--- src/hw/rtl/dtsr_pkg.sv ---
// types and constants for the dual track speed ramp
package dtsr_pkg;

    localparam int SPEED_W   = 9;
    localparam int DUTY_W    = 8;
    localparam int MS_W      = 16;
    localparam int CFG_IDX_W = 2;
    localparam int CFG_W     = 16;
    localparam int LIM_W     = SPEED_W + 1;
    localparam int PROD_W    = 2 * SPEED_W;

    localparam logic [LIM_W-1:0]     LIM_MAX  = LIM_W'((1 << SPEED_W) - 1);
    localparam logic [DUTY_W-1:0]    DUTY_TOP = '1;
    localparam logic [DUTY_W-1:0]    DUTY_ZERO = '0;

    localparam logic [CFG_IDX_W-1:0] CFG_MS_PER_STEP = 2'd0;
    localparam logic [CFG_IDX_W-1:0] CFG_MIN_DUTY    = 2'd1;
    localparam logic [CFG_IDX_W-1:0] CFG_MAX_DUTY    = 2'd2;

    typedef enum logic [1:0] {
        MODE_STARTUP = 2'd0,
        MODE_HOLDING = 2'd1,
        MODE_RAMPING = 2'd2
    } t_mode;

    typedef enum logic [2:0] {
        ST_IDLE,
        ST_DIV,
        ST_STEP,
        ST_MUL,
        ST_OUT
    } t_seq;

    typedef struct packed {
        logic latch;   // target beat: origin <= speed, aim <= goal
        logic zero;    // first tick: clear speed, origin and aim
        logic step;    // apply one ramp step
        logic mul;     // register the duty product
    } t_lane_ctl;

endpackage

--- src/hw/rtl/dtsr_lane.sv ---
// one track lane: ramp step toward the aim and speed to duty mapping
module dtsr_lane import dtsr_pkg::*; (
    input  logic                      i_clk,
    input  logic                      i_rst_n,
    input  t_lane_ctl                 i_ctl,
    input  logic signed [SPEED_W-1:0] i_goal,
    input  logic [LIM_W-1:0]          i_lim,
    input  logic [DUTY_W-1:0]         i_min_duty,
    input  logic [DUTY_W-1:0]         i_max_duty,
    output logic                      o_at_aim,
    output logic [DUTY_W-1:0]         o_duty,
    output logic                      o_reverse
);

    logic signed [SPEED_W-1:0] r_speed, r_origin, r_aim;
    logic signed [SPEED_W-1:0] n_speed;
    logic signed [SPEED_W+1:0] w_diff, w_lim, w_delta, w_sum;
    logic [SPEED_W-1:0]        w_mag;
    logic signed [DUTY_W:0]    w_span;
    logic signed [PROD_W-1:0]  w_prod, r_prod, w_pneg;
    logic [PROD_W-2:0]         w_pmag;
    logic [PROD_W-1:0]         w_qsum;
    logic [SPEED_W:0]          w_quot;
    logic signed [DUTY_W+2:0]  w_sq, w_d;
    logic [DUTY_W-1:0]         w_sat;

    // clamp (aim - origin) to +/- lim
    always_comb begin
        w_diff = $signed({{2{r_aim[SPEED_W-1]}}, r_aim})
               - $signed({{2{r_origin[SPEED_W-1]}}, r_origin});
        w_lim  = $signed({1'b0, i_lim});
        if (w_diff > w_lim) begin
            w_delta = w_lim;
        end else if (w_diff < -w_lim) begin
            w_delta = -w_lim;
        end else begin
            w_delta = w_diff;
        end
        w_sum   = $signed({{2{r_origin[SPEED_W-1]}}, r_origin}) + w_delta;
        n_speed = w_sum[SPEED_W-1:0];
    end

    assign o_at_aim = (n_speed == r_aim);

    always_ff @(posedge i_clk) begin
        if (!i_rst_n) begin
            r_speed  <= '0;
            r_origin <= '0;
            r_aim    <= '0;
        end else if (i_ctl.zero) begin
            r_speed  <= '0;
            r_origin <= '0;
            r_aim    <= '0;
        end else if (i_ctl.latch) begin
            r_origin <= r_speed;
            r_aim    <= i_goal;
        end else if (i_ctl.step) begin
            r_speed  <= n_speed;
        end
    end

    // magnitude times duty span
    assign w_mag  = r_speed[SPEED_W-1] ? (~r_speed + 1'b1) : r_speed;
    assign w_span = $signed({1'b0, i_max_duty}) - $signed({1'b0, i_min_duty});
    assign w_prod = PROD_W'($signed({1'b0, w_mag})) * PROD_W'(w_span);

    always_ff @(posedge i_clk) begin
        if (i_ctl.mul) begin
            r_prod <= w_prod;
        end
    end

    // divide by 255 toward zero: (x + x/256 + 1) / 256 for x below 65535
    always_comb begin
        w_pneg = -r_prod;
        w_pmag = r_prod[PROD_W-1] ? w_pneg[PROD_W-2:0] : r_prod[PROD_W-2:0];
        w_qsum = {1'b0, w_pmag} + PROD_W'(w_pmag[PROD_W-2:8]) + PROD_W'(1);
        w_quot = w_qsum[PROD_W-1:8];
        w_sq   = r_prod[PROD_W-1] ? -$signed({1'b0, w_quot}) : $signed({1'b0, w_quot});
        w_d    = w_sq + $signed({3'b000, i_min_duty});
        if (w_d < 0) begin
            w_sat = DUTY_ZERO;
        end else if (w_d > $signed({3'b000, DUTY_TOP})) begin
            w_sat = DUTY_TOP;
        end else begin
            w_sat = w_d[DUTY_W-1:0];
        end
    end

    assign o_duty    = (r_speed == '0) ? DUTY_ZERO : w_sat;
    assign o_reverse = r_speed[SPEED_W-1];

endmodule

--- config.mk ---
export PLATFORM = sky130hd
export DESIGN_NAME = dtsr_lane
export DESIGN_NICKNAME = d
export VERILOG_FILES = /design/src/hw/rtl/dtsr_pkg.sv /design/src/hw/rtl/dtsr_lane.sv
export SDC_FILE = /design/constraint.sdc
export NUM_CORES = 1
export LEC_CHECK = 0
export BUFFER_PORTS_ARGS = -buffer_cell sky130_fd_sc_hd__buf_4
export CAP_MARGIN = 0
export CORE_MARGIN = 2
export CORE_UTILIZATION = 60
export CTS_CLUSTER_DIAMETER = 120
export CTS_CLUSTER_SIZE = 16
export DETAILED_ROUTE_END_ITERATION = 8
export GPL_ROUTABILITY_DRIVEN = 0
export HOLD_SLACK_MARGIN = 0.05
export PLACE_DENSITY = 0.79
export SYNTH_ARGS = -nofsm -noshare
export SYNTH_HDL_FRONTEND = slang
export SYNTH_SLANG_ARGS = --single-unit
--- constraint.sdc ---
create_clock -name i_clk -period 12.7 [get_ports i_clk]
set_clock_uncertainty 0.1 [all_clocks]
set_input_delay 0 -clock i_clk [delete_from_list [all_inputs] [get_ports i_clk]]
set_output_delay 0 -clock i_clk [all_outputs]
set_load 0.02 [all_outputs]
==> results.md <==
- Outcome: finished, final reports clean
- Cell depth of the worst setup path: 27
- Core Box Area: 12600 um2
- Most common flop cell mapped by yosys: sky130_fd_sc_hd__dfxtp_1
- Post-DP HPWL: 14000 um
- Std cell rows: 41
- Cell type contributing the most total cell area after synthesis: sky130_fd_sc_hd__ha_1
- Number of input and output port buffers inserted: 50
- Post-synth net total: 1140
- Proportion of synthesized chip area in sequential cells: 0.139
- Most common cell type on the critical path: sky130_fd_sc_hd__ha_1
- Wire length per cell after detailed routing: 15.0 um
- Comb power frac: 0.699
- Leading post-synthesis cells by cell area: sky130_fd_sc_hd__ha_1, sky130_fd_sc_hd__fa_1, sky130_fd_sc_hd__xnor2_1
- Sink Count: 45
- Synthesized flop and latch total: 45
- Wire length of the first global-routing pass: 29400 um
- Worst Path Class, Setup: flop to output port
- Htree depth: 2
- Chip width: 118 um
- Fraction of synthesis flops using an asynchronous set or reset pin: 0
- Antenna Diode Count: 0
- Final period utilization: 0.570
- Master cell of the clock root buffer: sky130_fd_sc_hd__clkbuf_16
- Max Freq: ~140 MHz
- Number of global-route vias before repair: 6340
- Clock latency of the later-clocked register in the worst-skew pair: approximately 0.29 ns
- Slowest CP cell: sky130_fd_sc_hd__or3_1
- Sequential cell fraction of total power: 0.170
- Setup TNS: 0 ns
- Final worst setup slack: 5.46 ns
- Detailed Routing Iterations Pass 1: 7
- # setup viols final: 0
- Remaining Overflow, GRT: 0
- Via count: 6514
- Ranking of synthesized cells by instance count: sky130_fd_sc_hd__inv_1, sky130_fd_sc_hd__ha_1, sky130_fd_sc_hd__nand2_1
- Final hold violation count: 0
- Fraction of post-synthesis cell area in the top cell type by area: 0.189
- Maximum single-stage delay on the critical path: about 0.52 ns
- Total GRT Usage: 0.251
- Post-Route WL: 17300 um
- Number of buffers and inverters on the critical path: 3
- Cts bufs inserted: 5
- I/O Pins: 51
- Count of instances resized after the clock tree is built: 0
- Number of vias per cell after detailed routing: 5.65
- Layout cell share with drive strength beyond 1: 0.0867
- Starting density of the core: 0.615
- Number of flops mapped to enable cells by yosys: 18
- Cell class contributing the biggest share of worst-path delay: compound AO/OA/AOI/OAI gates
- Mean cell area of the mapped netlist: between 8 and 9 um2
- TritonCTS clock tree: built
- P_leak: 0.00409 uW
- Number of instances in the synthesized netlist: 928
- Worst VDD drop: 0.0000808 V
- Die height: 118 um
- Clock network power share: 0.131
- Die outline area: between 10000 and 15000 um2
- Post-CTS setup repair buffer count: 0
- Number of DRC violations after detailed routing: 0
- Pre-CTS setup slack: 5.48 ns
- Worst slew margin: 0.318
- Post-synth design cell area: 7760 um2
- Depth of the worst register-to-register path: 25
- YS warnings: 0
- Initial drt markers: 419
- Clock edge transition at the registers on the reported setup and hold paths: 0.07 ns
- Largest net degree at the start of global routing: 31
- Critical path required time: 12.60 ns
- Endpoint arrival time on the critical path: 7.14 ns
- Worst Hold Class: input port to flop
- Count of hold buffers inserted by post-cts repair: 10
- Biggest fanout along the worst timing path: 9
- Final critical path time including I/O delays and setup: a little over 7 ns
- Element type at the critical path start: flop
- Total power per unit cell area: 137 nW/um2
- Number of antenna violations at the first check in global routing: 0
- Max Slew Vio Count: 0
- Maxcap violations: 0
- Number of buffers on the longest clock path: 2
- Most frequent cell after synthesis: sky130_fd_sc_hd__inv_1
- Antenna Violating Nets Remaining: 0
- Pint: 617 uW
- Endpoint kind of the worst setup timing path: output port
- Count of unique library cells instantiated by Yosys: 66
- Switching power: 554 uW
- Hold-critical path depth: 3
- RSZ-0062 raised after global routing: no
- Final #Nets: ~1200
- Area growth from synthesis to layout: 10.5%
- Switching share of power: 0.473
- Worst Max-Slew Pin Slew: 1.02 ns
[area by class of cell]
| type | instances | area [um2] |
|---|---|---|
| multi-input cells | 736 | 6120 |
| well taps | 172 | 215 |
| inverters | 127 | 477 |
| flip-flops and latches | 45 | 1080 |
| clock inverters | 3 | 47.5 |
| fillers | 1029 | 4050 |
| repair buffers | 64 | 505 |
| clock buffers | 5 | 125 |
[path summary, 6_finish.rpt]
path / slack [ns] / from / endpoint
setup / recovery: 5.46 / r_prod[5] / o_duty[7]
hold / removal: 0.09 / i_ctl[3] / r_aim[0]
setup reg to reg: 5.63 / r_speed[0] / r_prod[17]
hold reg to reg: 0.43 / r_speed[7] / r_speed[7]
[flip-flops by register name (all words and copies together), names as in the netlist]
name      flops
r_prod       18
r_aim         9
r_origin      9
r_speed       9
[per-stage QoR]
step	std cells	hold slack, ns	cell area [um2]	util	total power (uW)
finish	1152	0.0920	8570	0.679	1170
detailed placement	1134	0.143	8300	0.657	1000
CTS	1152	0.0895	8570	0.679	1170
global placement	1134	0.132	8300	0.657	990
floorplan	928	0.0125	7760	-	820
global route	1152	0.101	8570	0.679	1280
[cells in the final DEF, fill, tap and decap left out, types with 5 or more instances in the layout]
| master | Yosys | final |
|---|---|---|
| sky130_fd_sc_hd__nor3_1 | 17 | 17 |
| sky130_fd_sc_hd__and2_1 | 14 | 14 |
| sky130_fd_sc_hd__fa_1 | 54 | 54 |
| sky130_fd_sc_hd__o21a_1 | 13 | 13 |
| sky130_fd_sc_hd__xor2_1 | 28 | 28 |
| sky130_fd_sc_hd__or3_1 | 10 | 10 |
| sky130_fd_sc_hd__mux2i_1 | 22 | 22 |
| sky130_fd_sc_hd__clkbuf_16 | 0 | 5 |
| sky130_fd_sc_hd__nand2b_1 | 29 | 29 |
| sky130_fd_sc_hd__edfxtp_1 | 18 | 18 |
| sky130_fd_sc_hd__o31ai_1 | 7 | 7 |
| sky130_fd_sc_hd__nand2_1 | 83 | 83 |
| sky130_fd_sc_hd__nand3_1 | 13 | 13 |
| sky130_fd_sc_hd__a21o_1 | 13 | 13 |
| sky130_fd_sc_hd__o21bai_1 | 8 | 8 |
| sky130_fd_sc_hd__a21oi_1 | 52 | 52 |
| sky130_fd_sc_hd__inv_1 | 124 | 124 |
| sky130_fd_sc_hd__nor2_1 | 71 | 71 |
| sky130_fd_sc_hd__and3_1 | 6 | 6 |
| sky130_fd_sc_hd__nor4_1 | 5 | 5 |
| sky130_fd_sc_hd__dfxtp_1 | 27 | 27 |
| sky130_fd_sc_hd__nor2b_1 | 17 | 17 |
| sky130_fd_sc_hd__xnor2_1 | 62 | 62 |
| sky130_fd_sc_hd__buf_4 | 1 | 54 |
| sky130_fd_sc_hd__ha_1 | 117 | 117 |
| sky130_fd_sc_hd__o21ai_0 | 32 | 32 |
| sky130_fd_sc_hd__dlygate4sd3_1 | 0 | 10 |
[worst reg2reg max path: cells and delay by family, from the launching register on]
family | cells | cell delay (ns)
compound gates | 7 | 1.21
xor+xnor | 1 | 0.14
fa+ha+maj | 7 | 3.10
buf+inv | 4 | 0.41
flops | 1 | 0.40
simple gates | 6 | 1.47
[power groups by stage]
| stage | Combinational, uW | Sequential [uW] | Clock (uW) |
|---|---|---|---|
| 2_1_floorplan | 625 | 195 | 0 |
| 3_3_place_gp | 789 | 202 | 0 |
| 3_5_place_dp | 800 | 202 | 0 |
| 4_1_cts | 812 | 199 | 155 |
| 5_1_grt | 912 | 202 | 161 |
| 6_report | 818 | 200 | 153 |
[layer usage]
layer  GRT usage  share of wire
met1       0.328           0.45
met2       0.443           0.49
met3      0.0315          0.044
met4      0.0610          0.017
met5           0              0
[kinds of logic (layout without fill, tap and decap cells)]
kind of cell | Yosys count | in the layout | synth area share
simple gates | 282 | 282 | 0.177
fa+ha+maj | 171 | 171 | 0.328
compound gates | 168 | 168 | 0.147
buf+inv | 147 | 199 | 0.0718
xor+xnor | 91 | 91 | 0.105
flops | 45 | 45 | 0.139
mux | 24 | 24 | 0.0313
No activity file was read; power rests on OpenSTA's default activity.
