===== src/hw/rtl/dtsr_pkg.sv =====
// types and constants for the dual track speed ramp
package dtsr_pkg;

    localparam int SPEED_W   = 9;
    localparam int DUTY_W    = 8;
    localparam int MS_W      = 16;
    localparam int CFG_IDX_W = 2;
    localparam int CFG_W     = 16;
    localparam int LIM_W     = SPEED_W + 1;
    localparam int PROD_W    = 2 * SPEED_W;

    localparam logic [LIM_W-1:0]     LIM_MAX  = LIM_W'((1 << SPEED_W) - 1);
    localparam logic [DUTY_W-1:0]    DUTY_TOP = '1;
    localparam logic [DUTY_W-1:0]    DUTY_ZERO = '0;

    localparam logic [CFG_IDX_W-1:0] CFG_MS_PER_STEP = 2'd0;
    localparam logic [CFG_IDX_W-1:0] CFG_MIN_DUTY    = 2'd1;
    localparam logic [CFG_IDX_W-1:0] CFG_MAX_DUTY    = 2'd2;

    typedef enum logic [1:0] {
        MODE_STARTUP = 2'd0,
        MODE_HOLDING = 2'd1,
        MODE_RAMPING = 2'd2
    } t_mode;

    typedef enum logic [2:0] {
        ST_IDLE,
        ST_DIV,
        ST_STEP,
        ST_MUL,
        ST_OUT
    } t_seq;

    typedef struct packed {
        logic latch;   // target beat: origin <= speed, aim <= goal
        logic zero;    // first tick: clear speed, origin and aim
        logic step;    // apply one ramp step
        logic mul;     // register the duty product
    } t_lane_ctl;

endpackage


===== src/hw/rtl/dtsr_div.sv =====
// restoring divider, one quotient bit per cycle
module dtsr_div import dtsr_pkg::*; #(
    parameter int ELAPSED_WIDTH = 16
) (
    input  logic                     i_clk,
    input  logic                     i_rst_n,
    input  logic                     i_start,
    input  logic [ELAPSED_WIDTH-1:0] i_dividend,
    input  logic [MS_W-1:0]          i_divisor,
    output logic                     o_done,
    output logic [ELAPSED_WIDTH-1:0] o_quot
);

    localparam int CNT_W = $clog2(ELAPSED_WIDTH + 1);

    logic [CNT_W-1:0]         r_cnt, n_cnt;
    logic                     r_busy, n_busy;
    logic                     r_done, n_done;
    logic [MS_W-1:0]          r_rem, n_rem;
    logic [MS_W-1:0]          r_div;
    logic [ELAPSED_WIDTH-1:0] r_quo, n_quo;
    logic [MS_W:0]            w_shift;
    logic [MS_W:0]            w_diff;

    assign w_shift = {r_rem, r_quo[ELAPSED_WIDTH-1]};
    assign w_diff  = w_shift - {1'b0, r_div};

    always_comb begin
        n_cnt  = r_cnt;
        n_busy = r_busy;
        n_done = 1'b0;
        n_rem  = r_rem;
        n_quo  = r_quo;
        if (i_start) begin
            n_cnt  = CNT_W'(ELAPSED_WIDTH);
            n_busy = 1'b1;
            n_rem  = '0;
            n_quo  = i_dividend;
        end else if (r_busy) begin
            if (w_shift >= {1'b0, r_div}) begin
                n_rem = w_diff[MS_W-1:0];
                n_quo = {r_quo[ELAPSED_WIDTH-2:0], 1'b1};
            end else begin
                n_rem = w_shift[MS_W-1:0];
                n_quo = {r_quo[ELAPSED_WIDTH-2:0], 1'b0};
            end
            n_cnt = r_cnt - 1'b1;
            if (r_cnt == CNT_W'(1)) begin
                n_busy = 1'b0;
                n_done = 1'b1;
            end
        end
    end

    always_ff @(posedge i_clk) begin
        if (!i_rst_n) begin
            r_cnt  <= '0;
            r_busy <= 1'b0;
            r_done <= 1'b0;
        end else begin
            r_cnt  <= n_cnt;
            r_busy <= n_busy;
            r_done <= n_done;
        end
    end

    always_ff @(posedge i_clk) begin
        r_rem <= n_rem;
        r_quo <= n_quo;
        if (i_start) begin
            r_div <= i_divisor;
        end
    end

    assign o_done = r_done;
    assign o_quot = r_quo;

endmodule


===== config.mk =====
export PLATFORM = sky130hd
export DESIGN_NAME = dtsr_div
export DESIGN_NICKNAME = d
export VERILOG_FILES = /design/src/hw/rtl/dtsr_pkg.sv /design/src/hw/rtl/dtsr_div.sv
export SDC_FILE = /design/constraint.sdc
export NUM_CORES = 1
export LEC_CHECK = 0
export BUFFER_PORTS_ARGS = -buffer_cell sky130_fd_sc_hd__buf_2
export CORE_ASPECT_RATIO = 1.2
export CORE_MARGIN = 1
export CORE_UTILIZATION = 30
export CTS_CLUSTER_DIAMETER = 80
export DETAILED_ROUTE_END_ITERATION = 6
export PLACE_DENSITY_LB_ADDON = 0.25
export SETUP_SLACK_MARGIN = 0.4
export SYNTH_ARGS = -nofsm -noshare
export SYNTH_HDL_FRONTEND = slang
export SYNTH_SLANG_ARGS = --single-unit

===== constraint.sdc =====
create_clock -name i_clk -period 3.1 [get_ports i_clk]
set_clock_uncertainty 0.15 [all_clocks]
set_input_delay 0.775 -clock i_clk [delete_from_list [all_inputs] [get_ports i_clk]]
set_output_delay 0.775 -clock i_clk [all_outputs]
set_load 0.02 [all_outputs]

==> results.md, run 1 <==
- Status: finished clean
- Die area: between 10000 and 15000 um^2
- Clk sinks: 55
- Crit path required time: 3.01 ns
- Clk buf depth: 2
- Largest area contributor in the netlist: edfxtp_1
- Mux cell area share after synthesis: 0.09732
- Hold_buf cts: 0
- Total Wirelength: around 5800 um
- DR vias: 2140
- Final setup TNS: 0 ns
- Synth Area per Inst: 10.93 um^2
- Xor/xnor share of the synthesized area: 0.04992
- Min Tclk post-route: 2.540 ns
- Critical path class: reg -> reg
- First-pass iteration count of the detailed router: 5
- Clk_lat worst skew: roughly 0.3 ns
- Number of primary I/O pins: 52
- Worst hold path class: reg -> reg
- Sequential fraction of the synthesis area: 0.4765
- Final setup viols: 0
- YS warnings: 0
- Final setup margin: ~0.56 ns
- Critical-path cell list: inv_1, ha_1, a21o_1, a21oi_1, o21bai_1, a211oi_2, o311ai_4, buf_4, mux2_2
- Tcrit/Tclk final: 0.8194
- F_max: 393.7 MHz
- Synth Cell Area: 2983 um^2
- Root Driver: clkbuf_16
- Post-synth top area share: 0.3221
- Post-synthesis cell count: 273
- Pwr Density: 515.2 nW/um^2
- #FFs+latches synth: 55
- Layout cell share with drive strength beyond 1: 0.2835
- Worst EP arrival: 2.45 ns
- Compound-Gate Fraction of Synth Area: 0.1334
- Routed len/inst: around 13 um
- Top_reg_cell synth: edfxtp_1
- Simple-gate share of the synthesized area: 0.1141
- CP max stage cell: edfxtp_1
- Critical path launch point type: register
- Most common cell after layout, fill and taps aside: buf_2
- Clock slew at reported path FFs: 0.07 ns
- Critical Path Max Stage Delay: 0.33 ns
- Post-synth EDFFs: 32
- Worst-path fanout max: 14
- IR drop worst, VDD: 308.2 uV
- CTS tree: done
- GP Congestion: 0.7907
- Synth area leaders: edfxtp_1 (32%), dfxtp_1 (15%), ha_1 (7.6%)
- Remaining DRCs: 0
- Port Buffers: 51
- Largest net degree at the start of global routing: 51
- Rel. slew slack: 0.5804
- Library cells used by synthesis: 50
- Global-route wire length before repair: 9798 um
- CTS Buf Count: 5
- P&R area growth vs syn: 18.71%
- Dpl ws: between 0.5 and 0.6 ns
- Final Max Slew Viols: 0
- CORE AREA: between 9000 and 10000 um^2
- Antenna Nets Post-Route: 0
- Initial antenna violation count: 0
- RSZ-0062 raised after global routing: true
- 1st-iter DRT viols: approximately 110
- Async set-or-reset flop fraction in the synthesized netlist: 0
- Leading cell types in the layout, fill and taps excluded: buf_2 (51), edfxtp_1 (32), inv_1 (25)
- Least-Margin Pin Slew: approximately 0.63 ns
- Number of global-route vias before repair: 2070
- Net count after synthesis: 327
- Critical Path Sink Type: register
- Total GRT Usage: 0.1207
- Adder-cell share of the synthesized area: 0.08221
- Rows: 39
- Starting density of the core: 0.3103
- DIE HEIGHT: 111.2 um
- Total grt overflow: 0
- Final hold vios: 0
- CTS H-tree depth: 2
- Vias per Instance: 4.745
- Fin nets: 381
- Diode count: 0
- Die width: 93.03 um
- DP Wirelength: 4249 um
- Maxcap violations: 0
- Largest family of logic cells by synthesized area: compound AO/OA/AOI/OAI gates
- P_leak: approximately 1.5 nW
## metal layers
layer	up-vias	track usage	wire (um)
met5	-	0	0
met4	0	0.04615	99
met3	7	0.03429	300
met2	45	0.1941	2708
met1	986	0.1519	2693
li1	1102	-	-
## cell families (layout without fill, tap and decap cells)
family / after synthesis / after routing
AOI/OAI and AO/OA: 52 / 52
adders and majority gates: 19 / 19
buffers and inverters: 34 / 89
and+or+nand+nor: 69 / 69
muxes: 27 / 27
DFF: 55 / 55
xor gates and xnor gates: 17 / 17
## final timing paths
check / start / to / slack [ns] / cells past startpoint
hold / removal: r_rem[14]$_SDFFE_PP0P_ / r_rem[14]$_SDFFE_PP0P_ / 0.34 / 2
hold reg to reg: r_rem[14]$_SDFFE_PP0P_ / r_rem[14]$_SDFFE_PP0P_ / 0.34 / 2
setup / recovery: r_div[12]$_DFFE_PP_ / o_quot[0]$_DFFE_PP_ / 0.56 / 9
setup reg to reg: r_div[12]$_DFFE_PP_ / o_quot[0]$_DFFE_PP_ / 0.56 / 9
## synth_stat cells, types with 4 or more instances
cell and count:
ha_1 18, nand2_1 17, dfxtp_1 23, a211oi_1 7, nor3_1 6, inv_1 25, nand4_1 4, a21oi_1 10
a21o_1 4, edfxtp_1 32, mux2i_1 11, xor2_1 5, xnor2_1 12, mux2_2 16, nor2_1 20, nand3_1 4
clkbuf_1 5, o21ai_0 5
## critical path, delay by kind of cell (launching register included)
family	cells	cell delay, ns
compound gates	5	0.95
fa+ha+maj	1	0.33
buf+inv	2	0.26
flops	1	0.33
mux	1	0.27
## layout make-up
class / instances / area (um^2)
Multi-Input combinational cell: 184 / 1429
Clock inverter: 3 / 25.02
Clock buffer: 5 / 125.1
Inverter: 25 / 93.84
Sequential cell: 55 / 1421
Tap cell: 123 / 153.9
Fill cell: 957 / 6072
Timing Repair Buffer: 56 / 292.8
## through the flow
step | util | total power, mW | hold slack, ns | std cells | area, um^2
finish | 0.3683 | 1.824 | 0.3392 | 451 | 3541
global route | 0.3683 | 1.917 | 0.3804 | 451 | 3541
CTS | 0.3677 | 1.846 | 0.3451 | 451 | 3535
detailed placement | 0.3521 | 1.256 | 0.3348 | 443 | 3385
global placement | 0.3521 | 1.255 | 0.3297 | 443 | 3385
floorplan | - | 1.152 | 0.3026 | 273 | 2983
## power by group
group	internal [mW]	leakage, nW	switching [mW]	total (mW)
Sequential	0.837	0.506	0.0319	0.869
Combinational	0.163	0.952	0.205	0.369
Clock	0.306	0.0708	0.281	0.587
## state kept, by name, indices dropped and copies added (netlist names)
register / count
o_done: 1
o_quot: 16
r_busy: 1
r_cnt: 5
r_div: 16
r_rem: 16
## what timing repair did
action | CTS | global route
setup buffers | 0 | 0
setup endpoints to repair | 0 | 4
resized for setup | 0 | 2
No activity file was read; power rests on OpenSTA's default activity.
==> inputs of run 2 (changes only) <==
--- a/config.mk
+++ b/config.mk
@@ -5,6 +5,7 @@
 export SDC_FILE = /design/constraint.sdc
 export NUM_CORES = 1
 export LEC_CHECK = 0
+export ABC_AREA = 1
 export BUFFER_PORTS_ARGS = -buffer_cell sky130_fd_sc_hd__buf_2
 export CORE_ASPECT_RATIO = 1.2
 export CORE_MARGIN = 1
==> constraint.sdc (replaced) <==
create_clock -name i_clk -period 2.4 [get_ports i_clk]
set_clock_uncertainty 0.15 [all_clocks]
set_input_delay 0.6 -clock i_clk [delete_from_list [all_inputs] [get_ports i_clk]]
set_output_delay 0.6 -clock i_clk [all_outputs]
set_load 0.02 [all_outputs]
==> results.md, run 2 <==
- Met1 wire length: 3768 um
- Compound-Gate Fraction of Synth Area: 0.02914
- Routed len/inst: approximately 13 um
- Most numerous cell in the Yosys netlist: nand2_1
- Critical Path Sink Type: register
- Async set-or-reset flop fraction in the synthesized netlist: 0
- Critical-path cell list: inv_2, ha_4, inv_2, or2_4, nor3_4, buf_4, nand2_8, nand2_8, nand2_2, nand3_1, nand2_1
- Placed Cells: 640
- P_leak: about 2.3 nW
- Status: finished clean
- F_max: between 400 and 500 MHz
- YS warnings: 0
- Root Driver: clkbuf_16
- Critical Path Max Stage Delay: 0.35 ns
- Clock slew at reported path FFs: about 0.08 ns
- Global-route wire length before repair: 14310 um
- Synth Cell Area: 3392 um^2
- Net count after synthesis: 514
- Worst path top cell family by delay: simple AND/OR/NAND/NOR gates
- CTS tree: done
- Maxcap violations: 0
- Min Tclk post-route: 2.016 ns
- Layout cell share with drive strength beyond 1: 0.3160
- CORE AREA: 11040 um^2
- GP Congestion: 0.8594
- Vias per Instance: 4.704
- Clk_lat worst skew: about 0.30 ns
- Die area: 11740 um^2
- Worst-path fanout max: 8
- Sequential fraction of the synthesis area: 0.4190
- Least-Margin Pin Slew: 0.2913 ns
- Total grt overflow: 0
- Diode count: 0
- Met3 Wirelength: 440 um
- Largest net degree at the start of global routing: 26
- Dpl ws: 0.1942 ns
- Clk sinks: 55
- Critical path launch point type: register
- Starting density of the core: 0.3074
- Rows: 42
- Tcrit/Tclk final: 0.8402
- Post-synth EDFFs: 32
- Library cells used by synthesis: 36
- Adder-cell share of the synthesized area: 0.07230
- Post-synth top area share: 0.2833
- Post-synthesis cell count: 460
- CTS H-tree depth: 2
- Total Wirelength: 8872 um
- Pwr Density: between 500 and 600 nW/um^2
- Synth area leaders: edfxtp_1 (28%), nand2_1 (20%), dfxtp_1 (14%)
- #FFs+latches synth: 55
- Fin nets: 591
- Top_reg_cell synth: edfxtp_1
- RSZ-0062 raised after global routing: true
- CTS Buf Count: 5
- Initial antenna violation count: 0
- Total GRT Usage: 0.1538
- Non-Filler Instances: 670
- Final setup TNS: 0 ns
- Die width: 99.07 um
- Rel. slew slack: 0.8058
- Largest area contributor in the netlist: edfxtp_1
- Filler instances: 1102
- P&R area growth vs syn: 32.61%
- Clk buf depth: 2
- IR drop worst, VDD: 323.3 uV
- Worst hold path class: in -> reg
- Buf/Inv on CP: 3
- Crit path required time: around 2.4 ns
- Most common cell after layout, fill and taps aside: nand2_1
- Worst EP arrival: 2.05 ns
- Hold_buf cts: 0
- Final hold vios: 0
- Critical path class: reg -> reg
- Number of global-route vias before repair: between 3k and 4k
- Leading cell types in the layout, fill and taps excluded: nand2_1 (156), inv_1 (63), buf_2 (51)
- Mux cell area share after synthesis: 0
- Simple-gate share of the synthesized area: 0.3530
- Largest family of logic cells by synthesized area: simple AND/OR/NAND/NOR gates
- DIE HEIGHT: 118.5 um
- Final setup margin: between 0.3 and 0.4 ns
- Remaining DRCs: 0
- 1st-iter DRT viols: 223
- Met2 wire length: 4341 um
- Core Util, Final: 0.4076
- DR vias: 3152
- Number of primary I/O pins: 52
- First-pass iteration count of the detailed router: 4
- Synth Area per Inst: 7.374 um^2
- Port Buffers: 51
- DR top layer: met4
- Xor/xnor share of the synthesized area: 0.01807
- Top cells by count, synth: nand2_1 (178), inv_1 (78), nand3_1 (42)
- DP Wirelength: between 6000 and 7000 um
- Antenna Nets Post-Route: 0
- Final setup viols: 0
- CP max stage cell: edfxtp_1
- Final Max Slew Viols: 0
run 2: logic make-up after synthesis:
| family | Yosys count |
|---|---|
| simple gates | 271 |
| buf+inv | 91 |
| compound gates | 17 |
| xor+xnor | 7 |
| fa+ha+maj | 19 |
| flops | 55 |
run 2: routing by layer:
metal  GRT usage  vias to the layer above
li1            -                     1590
met1      0.1830                     1452
met2      0.2601                       90
met3     0.02543                       20
met4     0.08915                        0
met5           0                        -
run 2: worst paths after layout:
path	from	to	slack, ns	cells after the start
max	r_div[15]$_DFFE_PP_	r_rem[3]$_SDFFE_PP0P_	0.38	11
min	i_divisor[8]	r_div[8]$_DFFE_PP_	0.32	1
max reg2reg	r_div[15]$_DFFE_PP_	r_rem[3]$_SDFFE_PP0P_	0.38	11
min reg2reg	r_rem[15]$_SDFFE_PP0P_	r_rem[15]$_SDFFE_PP0P_	0.33	2
run 2: cell type report:
| cell class | instances | area [um^2] | area share |
|---|---|---|---|
| inverters | 82 | 307.8 | 0.06843 |
| well taps | 132 | 165.2 | 0.03672 |
| flip-flops and latches | 55 | 1423 | 0.3163 |
| clock inverters | 2 | 13.76 | 0.003060 |
| repair buffers | 76 | 476.7 | 0.1060 |
| multi-input cells | 317 | 1962 | 0.4362 |
| clock buffers | 6 | 150.1 | 0.03338 |
run 2: what timing repair did:
item,4_1_cts,5_1_grt
setup endpoints to repair,17,17
gates cloned,4,0
gates resized for setup,38,46
buffers inserted,8,10
pin swaps,7,22
run 2: report_power, final:
part	internal [mW]	leakage (nW)	switching [mW]	total (mW)
sequential	1.07	0.508	0.0311	1.10
clock	0.451	0.0820	0.347	0.798
combinational	0.168	1.67	0.255	0.423
total	1.68	2.26	0.633	2.32
run 2: through the flow:
step | instance area, um^2 | hold slack, ns | power (mW)
3_5_place_dp | 3800 | 0.3147 | 1.463
5_1_grt | 4498 | 0.3153 | 2.421
2_1_floorplan | 3395 | 0.2953 | 1.340
6_report | 4498 | 0.3192 | 2.318
4_1_cts | 4298 | 0.3102 | 2.300
3_3_place_gp | 3800 | 0.3138 | 1.460
